## src/rtl/utf8v_pkg.sv

```systemverilog
// utf8v_pkg: shared types, status codes and constants for the utf-8 sequence validator
// used by utf8v_step, utf8v_out_reg and utf8_sequence_validator; no dependencies
package utf8v_pkg;

    localparam logic [2:0] MAX_SEQ_LENGTH = 3'd6;

    localparam int CP_W = 31;

    localparam logic [CP_W-1:0] ASCII_MAX     = 31'd127;
    localparam logic [CP_W-1:0] SURR_LOW      = 31'h0000_D800;
    localparam logic [CP_W-1:0] SURR_HIGH     = 31'h0000_DFFF;
    localparam logic [CP_W-1:0] NONCHAR_FFFE  = 31'h0000_FFFE;
    localparam logic [CP_W-1:0] NONCHAR_FFFF  = 31'h0000_FFFF;

    typedef enum logic [2:0] {
        ST_OK        = 3'd0,
        ST_END       = 3'd1,
        ST_BAD_LEAD  = 3'd2,
        ST_BAD_CONT  = 3'd3,
        ST_TRUNC     = 3'd4,
        ST_OVERLONG  = 3'd5,
        ST_SURROGATE = 3'd6,
        ST_NONCHAR   = 3'd7
    } t_status;

    typedef struct packed {
        logic [2:0]      bytes_remaining;
        logic [2:0]      expected_length;
        logic [CP_W-1:0] partial_code_point;
    } t_state;

    typedef struct packed {
        logic [CP_W-1:0] code_point;
        logic [2:0]      seq_length;
        t_status         status;
        logic [7:0]      bad_byte;
    } t_result;

    // least code point that a sequence of this length may encode
    function automatic logic [CP_W-1:0] min_for_length(input logic [2:0] len);
        logic [CP_W-1:0] m;
        case (len)
            3'd2:    m = 31'h0000_0080;
            3'd3:    m = 31'h0000_0800;
            3'd4:    m = 31'h0001_0000;
            3'd5:    m = 31'h0020_0000;
            3'd6:    m = 31'h0400_0000;
            default: m = '0;
        endcase
        return m;
    endfunction

endpackage

```

## src/rtl/utf8v_step.sv

```systemverilog
// utf8v_step: per-byte decode logic, from current state and one byte to next state and result
// depends on utf8v_pkg
module utf8v_step (
    input  utf8v_pkg::t_state  i_state,
    input  logic [7:0]         i_byte,
    input  logic               i_eoi,
    output utf8v_pkg::t_state  o_state,
    output logic               o_res_valid,
    output utf8v_pkg::t_result o_res
);

    logic [2:0]                   lead_len;
    logic [utf8v_pkg::CP_W-1:0]   lead_bits;
    logic [utf8v_pkg::CP_W-1:0]   shifted_cp;
    logic [2:0]                   rem_dec;
    utf8v_pkg::t_state            idle_state;

    assign idle_state = '0;
    assign shifted_cp = {i_state.partial_code_point[utf8v_pkg::CP_W-7:0], i_byte[5:0]};
    assign rem_dec    = i_state.bytes_remaining - 3'd1;

    always_comb begin
        lead_len  = 3'd0;
        lead_bits = '0;
        case (i_byte) inside
            8'b110?????: begin
                lead_len  = 3'd2;
                lead_bits = {26'd0, i_byte[4:0]};
            end
            8'b1110????: begin
                lead_len  = 3'd3;
                lead_bits = {27'd0, i_byte[3:0]};
            end
            8'b11110???: begin
                lead_len  = 3'd4;
                lead_bits = {28'd0, i_byte[2:0]};
            end
            8'b111110??: begin
                lead_len  = 3'd5;
                lead_bits = {29'd0, i_byte[1:0]};
            end
            8'b1111110?: begin
                lead_len  = 3'd6;
                lead_bits = {30'd0, i_byte[0]};
            end
            default: begin
                lead_len  = 3'd0;
                lead_bits = '0;
            end
        endcase
    end

    always_comb begin
        o_state     = i_state;
        o_res_valid = 1'b0;
        o_res       = '{code_point: '0, seq_length: 3'd0,
                        status: utf8v_pkg::ST_OK, bad_byte: 8'd0};

        if (i_state.bytes_remaining == 3'd0) begin
            if (i_eoi) begin
                o_res_valid   = 1'b1;
                o_res.status  = utf8v_pkg::ST_END;
            end else if ({23'd0, i_byte} <= utf8v_pkg::ASCII_MAX) begin
                o_res_valid      = 1'b1;
                o_res.code_point = {23'd0, i_byte};
                o_res.seq_length = 3'd1;
            end else if (lead_len == 3'd0 || lead_len > utf8v_pkg::MAX_SEQ_LENGTH) begin
                o_res_valid      = 1'b1;
                o_res.seq_length = 3'd1;
                o_res.status     = utf8v_pkg::ST_BAD_LEAD;
                o_res.bad_byte   = i_byte;
            end else begin
                o_state.expected_length    = lead_len;
                o_state.bytes_remaining    = lead_len - 3'd1;
                o_state.partial_code_point = lead_bits;
            end
        end else if (i_eoi) begin
            o_state          = idle_state;
            o_res_valid      = 1'b1;
            o_res.seq_length = i_state.expected_length;
            o_res.status     = utf8v_pkg::ST_TRUNC;
        end else if (i_byte[7:6] != 2'b10) begin
            // offending byte is consumed, not retried as a lead
            o_state          = idle_state;
            o_res_valid      = 1'b1;
            o_res.seq_length = i_state.expected_length;
            o_res.status     = utf8v_pkg::ST_BAD_CONT;
            o_res.bad_byte   = i_byte;
        end else if (rem_dec != 3'd0) begin
            o_state.bytes_remaining    = rem_dec;
            o_state.partial_code_point = shifted_cp;
        end else begin
            o_state          = idle_state;
            o_res_valid      = 1'b1;
            o_res.seq_length = i_state.expected_length;
            if (shifted_cp < utf8v_pkg::min_for_length(i_state.expected_length)) begin
                o_res.status = utf8v_pkg::ST_OVERLONG;
            end else if (shifted_cp >= utf8v_pkg::SURR_LOW
                         && shifted_cp <= utf8v_pkg::SURR_HIGH) begin
                o_res.status = utf8v_pkg::ST_SURROGATE;
            end else if (shifted_cp == utf8v_pkg::NONCHAR_FFFE
                         || shifted_cp == utf8v_pkg::NONCHAR_FFFF) begin
                o_res.status = utf8v_pkg::ST_NONCHAR;
            end else begin
                o_res.code_point = shifted_cp;
            end
        end
    end

endmodule

```

## src/rtl/utf8v_out_reg.sv

```systemverilog
// utf8v_out_reg: result register with valid/ready handshake toward the master side
// depends on utf8v_pkg
module utf8v_out_reg (
    input  logic               i_clk,
    input  logic               i_rst_n,
    input  logic               i_load,
    input  utf8v_pkg::t_result i_res,
    input  logic               i_ready,
    output logic               o_valid,
    output logic               o_can_load,
    output utf8v_pkg::t_result o_res
);

    logic               r_valid;
    utf8v_pkg::t_result r_res;

    // free when empty or when the held result leaves this cycle
    assign o_can_load = !r_valid || i_ready;
    assign o_valid    = r_valid;
    assign o_res      = r_res;

    always_ff @(posedge i_clk) begin
        if (!i_rst_n) begin
            r_valid <= 1'b0;
        end else if (i_load) begin
            r_valid <= 1'b1;
        end else if (i_ready) begin
            r_valid <= 1'b0;
        end
    end

    always_ff @(posedge i_clk) begin
        if (i_load) begin
            r_res <= i_res;
        end
    end

endmodule

```

## src/rtl/utf8_sequence_validator.sv

```systemverilog
// utf8_sequence_validator: top level, byte stream in, decoded code points and status out
// depends on utf8v_pkg, utf8v_step and utf8v_out_reg
//
// Takes one byte per transfer and can take a new byte in every cycle while the master side
// takes results, so the rate is then one byte per clock. The decoder state (bytes still due,
// sequence length and the code point built so far) is registered from the per-byte logic,
// and each byte that ends a sequence, or ends in an error or an end status, puts one result
// into the output register, visible on the master side the cycle after the byte is taken.
// The slave side stalls only while that register holds a result the master side has
// not taken. Sequences of up to six bytes are decoded; overlong forms, surrogates and
// the noncharacters U+FFFE and U+FFFF are reported as errors, and after any error the
// next byte is treated as a lead byte.
module utf8_sequence_validator (
    input  logic        i_clk,
    input  logic        i_rst_n,
    input  logic        i_s_tvalid,
    output logic        o_s_tready,
    input  logic [7:0]  i_s_tdata,   // [7:0] byte_value
    input  logic        i_s_tuser,   // [0] end_of_input
    output logic        o_m_tvalid,
    input  logic        i_m_tready,
    output logic [47:0] o_m_tdata,   // [30:0] code_point, [33:31] seq_length,
                                     // [41:34] bad_byte, [47:42] zero
    output logic [2:0]  o_m_tuser    // [2:0] status
);

    utf8v_pkg::t_state  r_state;
    utf8v_pkg::t_state  n_state;
    utf8v_pkg::t_result step_res;
    utf8v_pkg::t_result out_res;
    logic               step_res_valid;
    logic               can_load;
    logic               in_xfer;

    assign o_s_tready = can_load;
    assign in_xfer    = i_s_tvalid && can_load;

    utf8v_step u_step (
        .i_state     (r_state),
        .i_byte      (i_s_tdata),
        .i_eoi       (i_s_tuser),
        .o_state     (n_state),
        .o_res_valid (step_res_valid),
        .o_res       (step_res)
    );

    always_ff @(posedge i_clk) begin
        if (!i_rst_n) begin
            r_state <= '0;
        end else if (in_xfer) begin
            r_state <= n_state;
        end
    end

    utf8v_out_reg u_out (
        .i_clk      (i_clk),
        .i_rst_n    (i_rst_n),
        .i_load     (in_xfer && step_res_valid),
        .i_res      (step_res),
        .i_ready    (i_m_tready),
        .o_valid    (o_m_tvalid),
        .o_can_load (can_load),
        .o_res      (out_res)
    );

    assign o_m_tdata = {6'd0, out_res.bad_byte, out_res.seq_length, out_res.code_point};
    assign o_m_tuser = out_res.status;

    // bytes still due never reach the length of the sequence in progress
    a_rem_below_len: assert property (@(posedge i_clk) disable iff (!i_rst_n)
        r_state.bytes_remaining != 3'd0
        |-> (r_state.bytes_remaining < r_state.expected_length
             && r_state.expected_length <= utf8v_pkg::MAX_SEQ_LENGTH))
        else $error("decoder state out of range");

    // only a clean sequence carries a code point
    a_cp_zero_on_err: assert property (@(posedge i_clk) disable iff (!i_rst_n)
        o_m_tvalid && o_m_tuser != utf8v_pkg::ST_OK |-> o_m_tdata[30:0] == 31'd0)
        else $error("code point not zero on a non-ok result");

    // bad byte only on lead or continuation errors
    a_bad_byte_only_err: assert property (@(posedge i_clk) disable iff (!i_rst_n)
        o_m_tvalid && o_m_tuser != utf8v_pkg::ST_BAD_LEAD
        && o_m_tuser != utf8v_pkg::ST_BAD_CONT |-> o_m_tdata[41:34] == 8'd0)
        else $error("bad byte set on wrong status");

    // a result that ends a sequence sends the decoder back to idle
    a_idle_after_result: assert property (@(posedge i_clk) disable iff (!i_rst_n)
        in_xfer && step_res_valid |=> r_state.bytes_remaining == 3'd0)
        else $error("decoder not idle after a result");

endmodule

```

## config.mk

```make
export PLATFORM = sky130hd
export DESIGN_NAME = utf8_sequence_validator
export DESIGN_NICKNAME = d
export VERILOG_FILES = /design/src/rtl/utf8v_pkg.sv /design/src/rtl/utf8v_step.sv /design/src/rtl/utf8v_out_reg.sv /design/src/rtl/utf8_sequence_validator.sv
export SDC_FILE = /design/constraint.sdc
export NUM_CORES = 1
export LEC_CHECK = 0
export ABC_CLOCK_PERIOD_IN_PS = 4800
export BUFFER_PORTS_ARGS = -buffer_cell sky130_fd_sc_hd__buf_2
export CORE_MARGIN = 1
export CORE_UTILIZATION = 58
export CTS_BUF_LIST = sky130_fd_sc_hd__clkbuf_4
export DETAILED_ROUTE_END_ITERATION = 6
export PLACE_DENSITY = 0.89
export SYNTH_ARGS = -nofsm -noshare
export SYNTH_HDL_FRONTEND = slang
export SYNTH_SLANG_ARGS = --single-unit
export TNS_END_PERCENT = 20
```

## constraint.sdc

```tcl
create_clock -name i_clk -period 4.8 [get_ports i_clk]
set_input_delay 0.96 -clock i_clk [delete_from_list [all_inputs] [get_ports i_clk]]
set_output_delay 0.96 -clock i_clk [all_outputs]
set_load 0.01 [all_outputs]
```

Yosys cells after proc, flatten, opt, wreduce, memory -nomap -nowiden
Index checks and enable logic that the tools add are counted.

word-level totals
  register bits = 77
  bits of input ports = 13
  output and inout bits = 53

cells by class
  add/subtract/negate cells = 2
  $lt $le $gt $ge = 5
  eq/ne operators = 17
  mux-type cells = 54
  reduce and logical (&&, ||, !) cells = 13

operator list
  kind                                                                                   count
  31-bit 2-to-1 mux                                                                      14
  37-bit 2-to-1 mux                                                                      7
  27-bit case mux with 5 select lines                                                    1
  31-bit by 16-bit == test with 1-bit output, second input constant                      2
  45-bit 2-to-1 mux                                                                      1
  3-bit 2-to-1 mux                                                                       12
  8-bit 2-to-1 mux                                                                       4
  31-bit by 16-bit greater-or-equal comparator with 1-bit output, second input constant  1
  31-bit by 16-bit less-or-equal comparator with 1-bit output, second input constant     1
  31-bit less-than comparator                                                            1
  11-bit 2-to-1 mux                                                                      2
  3-bit == test, second input constant                                                   4
  12-bit 2-to-1 mux                                                                      1
  6-bit 2-to-1 mux                                                                       2
  1-bit 2-to-1 mux                                                                       10
  8-bit by 7-bit less-or-equal comparator with 1-bit output, second input constant       1
  2-bit inequality test, second input constant                                           4
  7-bit == test, second input constant                                                   1
  3-bit by 2-bit == test with 1-bit output, second input constant                        2
  6-bit == test, second input constant                                                   1
  3-bit zero test                                                                        2
  3-bit by 1-bit subtractor with 3-bit output, second input constant                     2
  5-bit == test, second input constant                                                   1
  5-bit AND reduction                                                                    1
  9 further kinds                                                                        13

Longest topological paths before layout
Gate-level depths: netlist of the first run.

  depth in word-level cells = 14
  gate-level depth with buffers = 10

Cells and area by module
A second synthesis of the first run with hierarchy kept.

second synthesis, totals
  cell total of the unflattened synthesis = 428
  area total of the unflattened synthesis = 4364.2 µm²

by module, submodules not included
  module                   times used  cells each  area each (µm²)  seq. area each (µm²)
  utf8_sequence_validator  1           177         1599.0           740.7
  utf8v_out_reg            1           49          1400.1           1371.3
  utf8v_step               1           202         1365.1           0.0

Least setup slack after synthesis of the first run
Ideal clock, no wire load.

  path type = input port to flip-flop
  from = input port i_s_tdata[7]
  to = register u_out.r_res, in the netlist u_out.o_res[0] (enable)
  library setup time = 0.408 ns
  arrival = 3.456 ns
  data required time = 4.392 ns
  path slack = 0.937 ns
  stages = 7
  buffers on the path = 1
  cell sequence = clkbuf_1 -> and2_1 -> nand3_1 -> ha_1 -> nor3_1 -> or2_2 -> o311a_1

between the ends
  cells in the longest elaborated chain, start to end = 13
  elaborated cells between the ends (all ways) = 22

RTL lines
  item                                                              line                           source
  start, declared                                                   utf8_sequence_validator.sv:18  input logic [7:0] i_s_tdata,
  7-bit == test (no source line)                                    -
  3-bit 2-to-1 mux (5 in a row)                                     utf8v_step.sv:25               case (i_byte) inside
  3-bit greater-than comparator or 3-bit zero test (tied branches)  utf8v_step.sv:67               end else if (lead_len == 3'd0 || lead_len > utf8v_pkg::MAX_SEQ_LENGTH) begin
  1-bit logical OR                                                  utf8v_step.sv:67
  1-bit 2-to-1 mux                                                  utf8v_step.sv:67
  1-bit 2-to-1 mux                                                  utf8v_step.sv:63               end else if ({23'd0, i_byte} <= utf8v_pkg::ASCII_MAX) begin
  1-bit 2-to-1 mux                                                  utf8v_step.sv:60               if (i_eoi) begin
  1-bit 2-to-1 mux *                                                utf8v_step.sv:59               if (i_state.bytes_remaining == 3'd0) begin
  1-bit logical AND *                                               utf8_sequence_validator.sv:58  .i_load (in_xfer && step_res_valid),
  net u_out.i_load                                                  utf8v_out_reg.sv:6             input logic i_load,
  end signal, assigned                                              utf8v_out_reg.sv:34            r_res <= i_res;
  end, declared                                                     utf8v_out_reg.sv:15            utf8v_pkg::t_result r_res;

Mark *: on every way through the listed nets, which the timed path passes. The rest lies on a longest branch.
A chain may end at the register's enable or synchronous reset.

Final worst setup path of the first run
  from = input port i_s_tdata[3]
  to = register u_out.r_res, in the netlist u_out.o_res[36] (enable)

between the ends
  cells in the longest elaborated chain, start to end = 13
  elaborated cells between the ends (all ways) = 17

RTL lines
  item                                                              line
  7-bit == test (no source line)                                    -
  3-bit 2-to-1 mux (5 in a row)                                     utf8v_step.sv:25
  3-bit greater-than comparator or 3-bit zero test (tied branches)  utf8v_step.sv:67
  1-bit logical OR                                                  utf8v_step.sv:67
  1-bit 2-to-1 mux                                                  utf8v_step.sv:67
  1-bit 2-to-1 mux *                                                utf8v_step.sv:63
  1-bit 2-to-1 mux *                                                utf8v_step.sv:60
  1-bit 2-to-1 mux *                                                utf8v_step.sv:59
  1-bit logical AND *                                               utf8_sequence_validator.sv:58
  net u_out.i_load                                                  utf8v_out_reg.sv:6

Marks and branches as above.

==> results_dict.tcl, run 1 <==
set metrics [dict create \
    fin_cells 479 \
    postCtsHoldBufs 0 \
    cts_tree "done" \
    cp_max_fo 45 \
    vias_per_cell 6.641 \
    ys_warn_count 0 \
    drc_errors 0 \
    synth_seq_area_share_pct 53.46 \
    reg2regPathDepth 7 \
    htreeDepth 3 \
    startpoint_type "primary input" \
    synth_flop_cell "edfxtp_1" \
    whs_path_depth 2 \
    area_growth_pct 11.35 \
    drt-pass1-iter-count 6 \
    cts_resized 0 \
    grt_usage_pct 27.84 \
    power_switching_mw 0.4932 \
    clock_path_buffers 2 \
    synth-seq-cells 77 \
    fmax_mhz 298.0 \
    grt_max_degree 46 \
    switching_share_pct 32.85 \
    cp_data_required_time_ns 4.86 \
    clkPwrFrac_pct 26.8 \
    dieWidth_um 82.15 \
    syn_area_um2 3726 \
    grt.overflow.total 0 \
    rsz0062_at_grt "no" \
    holdWs_ns 0.4912 \
    grt_antenna_before_repair 0 \
    cp-end-kind "flip-flop" \
    pwr-share-comb_pct 21.9 \
    syn_avg_cell_area_um2 10.53 \
    dpl_cell_area_um2 4008 \
    clock-root-buffer "clkbuf_4" \
    antennaDiodeCount 0 \
    r2r_slack_ns 1.69 \
    p_leak_nw 1.561 \
    hold_class "flip-flop to flip-flop" \
    fin_area_um2 4149 \
    finalHoldViolCount 0 \
    gp_congestion 0.8678 \
    ant_nets 0 \
    wl_per_cell_um 18.26 \
    yosys.cell_types.count 57 \
    fin_crit_sh_pct 69.92 \
    power_density_nw_per_um2 361.9 \
    hpwl_um 5780 \
    netlist_top_cells_area "edfxtp_1 36%, dfxtp_1 17%, and2_1 5.5%" \
    yosysTopAreaCell "edfxtp_1" \
    setup.worst_path.class "primary input to flip-flop" \
    cts_made_buffers 9 \
    drt-total-wl_um 8745 \
    syn_inst 354 \
    insertion_delay_ns 0.43 \
    finalCriticalPeriod_ns 3.356 \
    drt-initial-drc-count 495 \
    peakVddDrop_v 0.0002553 \
    worst_pin_slew_ns 1.097 \
    vias 3181 \
    placed_cells 463 \
    crit_arrival_ns 3.42 \
    drv_slew 0 \
    synth_most_common_cell "edfxtp_1" \
    start_util_pct 61.48 \
    synth_edf_count 45 \
    grt_pass1_wl_um 13980 \
    rows 28 \
    seqPwrFrac_pct 51.3 \
    dieArea_um2 6749 \
    core_um2 6061 \
    nets 422 \
    grt_pass1_vias 2786 \
    outcome "complete, no violations" \
    slew_headroom_pct 26.84 \
    yosys-top-cells-count "45 x edfxtp_1, 33 x and2_1, 32 x a21oi_1, 32 x dfxtp_1, 29 x o21ai_0" \
    clock-skew-final_ns 0.01126 \
    die_h_um 82.15 \
    cts_setup_buffers 0 \
    drive_gt1_share_pct 21.53 \
    setup-violations-final 0 \
    clock-sinks 77 \
    ios 66 \
    tns_ns 0 \
    synth_top_area_share_pct 36.27 \
    clk_pin_slew_ns 0.13 \
    drv_cap 0 \
    async_reset_ff_share_pct 0 \
    p_int_mw 1.008 \
    numPortBuffers 59 \
]
-- registers in the layout (all words and copies together) (netlist names) --
| register | count |
|---|---|
| r_state | 31 |
| u_out.o_res | 45 |
| u_out.o_valid | 1 |
-- stage by stage --
| step | util, % | worst slack [ns] | power, mW |
|---|---|---|---|
| 6_report | 68.46 | 1.444 | 1.501 |
| 2_1_floorplan | - | 0.9366 | 1.012 |
| 4_1_cts | 68.46 | 1.468 | 1.492 |
| 3_3_place_gp | 66.12 | 1.204 | 1.090 |
| 5_1_grt | 68.46 | 1.294 | 1.558 |
| 3_5_place_dp | 66.12 | 1.013 | 1.104 |
-- per-layer routing --
metal / vias to the layer above / routed length [um] / track usage [%]
met5: - / 0 / 0
met4: 0 / 257 / 11.58
met3: 39 / 752 / 6.264
met2: 221 / 4247 / 44.05
met1: 1492 / 3489 / 36.85
li1: 1429 / - / -
-- power by group through the flow --
stage / Sequential [mW] / Clock [mW] / Combinational (mW)
floorplan: 0.806 / 0 / 0.206
global placement: 0.782 / 0 / 0.308
detailed placement: 0.786 / 0 / 0.318
CTS: 0.771 / 0.400 / 0.322
global route: 0.775 / 0.425 / 0.358
finish: 0.770 / 0.402 / 0.329
-- logic make-up after synthesis --
group	share of synthesized area [%]
adder cells (fa/ha/maj)	3.358
other	0.1006
AND/OR/NAND/NOR	18.60
buffers and inverters	4.835
XOR/XNOR	0.2351
flip-flops	53.46
AO/OA/AOI/OAI	19.41
-- worst paths after layout --
kind                                   start              end
worst max register to register   r_state[33]  u_out.o_res[20]
worst min register to register   r_state[19]      r_state[19]
worst min-delay path             r_state[19]      r_state[19]
worst max-delay path            i_s_tdata[3]  u_out.o_res[36]
-- critical path, stage by stage --
cell	delay, ns
buf_2	0.15
inv_1	0.05
o21ai_0	0.19
nand3_1	0.24
ha_1	0.27
nor3_1	0.40
or2_2	0.22
o311a_2	0.88
-- area by class of cell --
cell class	count	area, um2
clock buffers	9	67.56
well taps	75	93.84
multi-input cells	241	1574
flip-flops and latches	77	1992
clock inverters	7	73.82
fillers	432	1912
repair buffers	62	317.8
inverters	8	30.03
-- cells in the final DEF, fill, tap and decap left out, types with 2 or more instances in the layout --
cell and instances:
buf_2 59, edfxtp_1 45, and2_1 33, a21oi_1 32, dfxtp_1 32, o21ai_0 29
nand4_1 22, nand2_1 14, ha_1 10, clkbuf_4 9, inv_1 8, nor2_1 7
o21a_1 6, conb_1 6, or3_1 5, o2111ai_1 5, nand2b_1 4, nand3_1 4
nand3b_1 4, nor3_1 4, o41ai_1 4, a211oi_1 4, o311ai_0 4, and4_1 3
o211ai_1 3, and3_1 3, nor3b_1 3, clkinv_4 3, buf_4 3, a31oi_1 2
or4_4 2, o31ai_1 2
(Power assumes the default switching activity.)
==> run 2: changes to the inputs <==
--- a/config.mk
+++ b/config.mk
@@ -5,7 +5,8 @@
 export SDC_FILE = /design/constraint.sdc
 export NUM_CORES = 1
 export LEC_CHECK = 0
-export ABC_CLOCK_PERIOD_IN_PS = 4800
+export ABC_AREA = 1
+export ABC_CLOCK_PERIOD_IN_PS = 3320
 export BUFFER_PORTS_ARGS = -buffer_cell sky130_fd_sc_hd__buf_2
 export CORE_MARGIN = 1
 export CORE_UTILIZATION = 58
==> constraint.sdc (replaced) <==
create_clock -name i_clk -period 3.32 [get_ports i_clk]
set_input_delay 0.664 -clock i_clk [delete_from_list [all_inputs] [get_ports i_clk]]
set_output_delay 0.664 -clock i_clk [all_outputs]
set_load 0.01 [all_outputs]
==> results_dict.tcl, run 2 <==
set metrics [dict create \
    outcome "complete, no violations" \
    crit_top_cell "nor2_1" \
    power_mw 2.398 \
    crit_family "simple AND/OR/NAND/NOR gates" \
    synth-seq-cells 77 \
    yosys.cell_types.count 28 \
    vias_per_cell 5.280 \
    netlist_top_cells_area "edfxtp_1 35%, dfxtp_1 17%, nor2_1 14%" \
    synth_seq_area_share_pct 52.09 \
    cp_data_required_time_ns 3.59 \
    drv_cap 0 \
    path_cells "inv_1 -> nor2_1 -> nand2_1 -> ha_1 -> nand3_1 -> nor2_1 -> inv_1 -> nor2_1 -> nand2_1 -> nand2_2 -> nand3_2 -> a21boi_0" \
    tns_ns 0 \
    die_h_um 83.20 \
    peakVddDrop_v 0.0002789 \
    drt-initial-drc-count 189 \
    grt_max_degree 33 \
    synth_top_area_share_pct 35.34 \
    finalHoldViolCount 0 \
    hpwl_um 5663 \
    drt-total-wl_um 7953 \
    clock-root-buffer "clkbuf_4" \
    setup-violations-final 0 \
    numPortBuffers 59 \
    antennaDiodeCount 0 \
    dieArea_um2 6921 \
    ys_warn_count 0 \
    slew_headroom_pct 59.52 \
    startpoint_type "flip-flop" \
    wl_per_cell_um 12.89 \
    cp-end-kind "flip-flop" \
    clk_pin_slew_ns 0.11 \
    cts_tree "done" \
    yosysTopAreaCell "edfxtp_1" \
    syn_inst 477 \
    rows 29 \
    worst_pin_slew_ns 0.6065 \
    fmax_mhz 384.5 \
    path_buf_inv 2 \
    layout_setup_ws_ns 0.7190 \
    clock_path_buffers 2 \
    insertion_delay_ns 0.44 \
    postCtsHoldBufs 0 \
    rsz0062_at_grt "no" \
    slowest_delay_ns 0.50 \
    drive_gt1_share_pct 16.67 \
    num-fill-cells 511 \
    yosys-top-cells-count "143 x nor2_1, 74 x nand2_1, 53 x inv_1" \
    cts_made_buffers 9 \
    dpl_worst_slack_ns 0.5932 \
    grt_pass1_wl_um 13170 \
    fin_cells 617 \
    setup.worst_path.class "flip-flop to flip-flop" \
    drv_slew 0 \
    area_growth_pct 11.94 \
    vias 3258 \
    cts_setup_buffers 0 \
    p_leak_nw 1.861 \
    grt_pass1_vias 2952 \
    drc_errors 0 \
    grt_antenna_before_repair 0 \
    synth_flop_cell "edfxtp_1" \
    power_density_nw_per_um2 560.3 \
    cp_max_fo 30 \
    cp_slowest_cell "nand3_2" \
    dieWidth_um 83.20 \
    clock-sinks 77 \
    hold_class "flip-flop to flip-flop" \
    finalCriticalPeriod_ns 2.601 \
    fin_crit_sh_pct 78.34 \
    syn_area_um2 3824 \
    crit_arrival_ns 2.87 \
    layout_commonest_cell "nor2_1" \
    clock-skew-final_ns 0.006959 \
    start_util_pct 60.22 \
    synth_most_common_cell "nor2_1" \
    placed_cells 601 \
    async_reset_ff_share_pct 0 \
    largest_reg_flops 45 \
    core_um2 6350 \
    cts_resized 0 \
    ios 66 \
    grt.overflow.total 0 \
    grt_usage_pct 24.11 \
    synth_edf_count 45 \
    ant_nets 0 \
    drt-pass1-iter-count 5 \
    mostFrequentLayoutCells "143 x nor2_1, 74 x nand2_1, 59 x buf_2" \
    nets 558 \
    syn_avg_cell_area_um2 8.016 \
    gp_congestion 0.8916 \
    htreeDepth 3 \
]
-- run 2: layout make-up --
| cell class | instances | area (um2) | share of cell area (%) |
|---|---|---|---|
| inverters | 56 | 212.7 | 4.969 |
| clock buffers | 10 | 75.07 | 1.754 |
| flip-flops and latches | 77 | 1992 | 46.54 |
| repair buffers | 62 | 317.8 | 7.425 |
| well taps | 77 | 96.34 | 2.251 |
| clock inverters | 6 | 77.57 | 1.812 |
| multi-input cells | 329 | 1509 | 35.25 |
-- run 2: tightest hold or removal path, cell delays in order (launching register included) --
cell	delay, ns
dfxtp_1	0.34
nor2_1	0.10
nor2_1	0.05
-- run 2: cell families (layout without fill, tap and decap cells) --
family	after synthesis	in the layout	synth area share [%]
xor+xnor	1	1	0.2291
simple gates	263	263	28.73
other cells	1	6	0.09807
buf+inv	76	134	8.933
compound gates	49	49	6.643
fa+ha+maj	10	10	3.272
flops	77	77	52.09
-- run 2: worst paths after layout --
| kind | slack, ns | cells past startpoint | start | to |
|---|---|---|---|---|
| max | 0.72 | 12 | r_state[32] | u_out.o_res[16] |
| min | 0.51 | 2 | r_state[8] | r_state[8] |
| max reg2reg | 0.72 | 12 | r_state[32] | u_out.o_res[16] |
| min reg2reg | 0.51 | 2 | r_state[8] | r_state[8] |
-- run 2: per-layer routing --
metal  global-route usage [%]  wire length, um  vias to the layer above
li1                         -                -                     1624
met1                    30.89             3434                     1467
met2                    38.15             3723                      147
met3                    4.970              586                       20
met4                    13.64              209                        0
met5                        0                0                        -
-- run 2: through the flow --
| step | utilization [%] | cell area, um2 | hold slack [ns] |
|---|---|---|---|
| floorplan | - | 3842 | 0.4540 |
| global placement | 65.00 | 4128 | 0.4754 |
| detailed placement | 65.00 | 4128 | 0.4923 |
| CTS | 67.41 | 4280 | 0.5086 |
| global route | 67.41 | 4280 | 0.5244 |
| finish | 67.41 | 4280 | 0.5087 |
-- run 2: power by group --
part | internal [mW] | switching, mW | leakage [nW]
Combinational | 0.193 | 0.398 | 1.06
Clock | 0.307 | 0.320 | 0.0852
Sequential | 1.12 | 0.0574 | 0.713
Total | 1.62 | 0.775 | 1.86
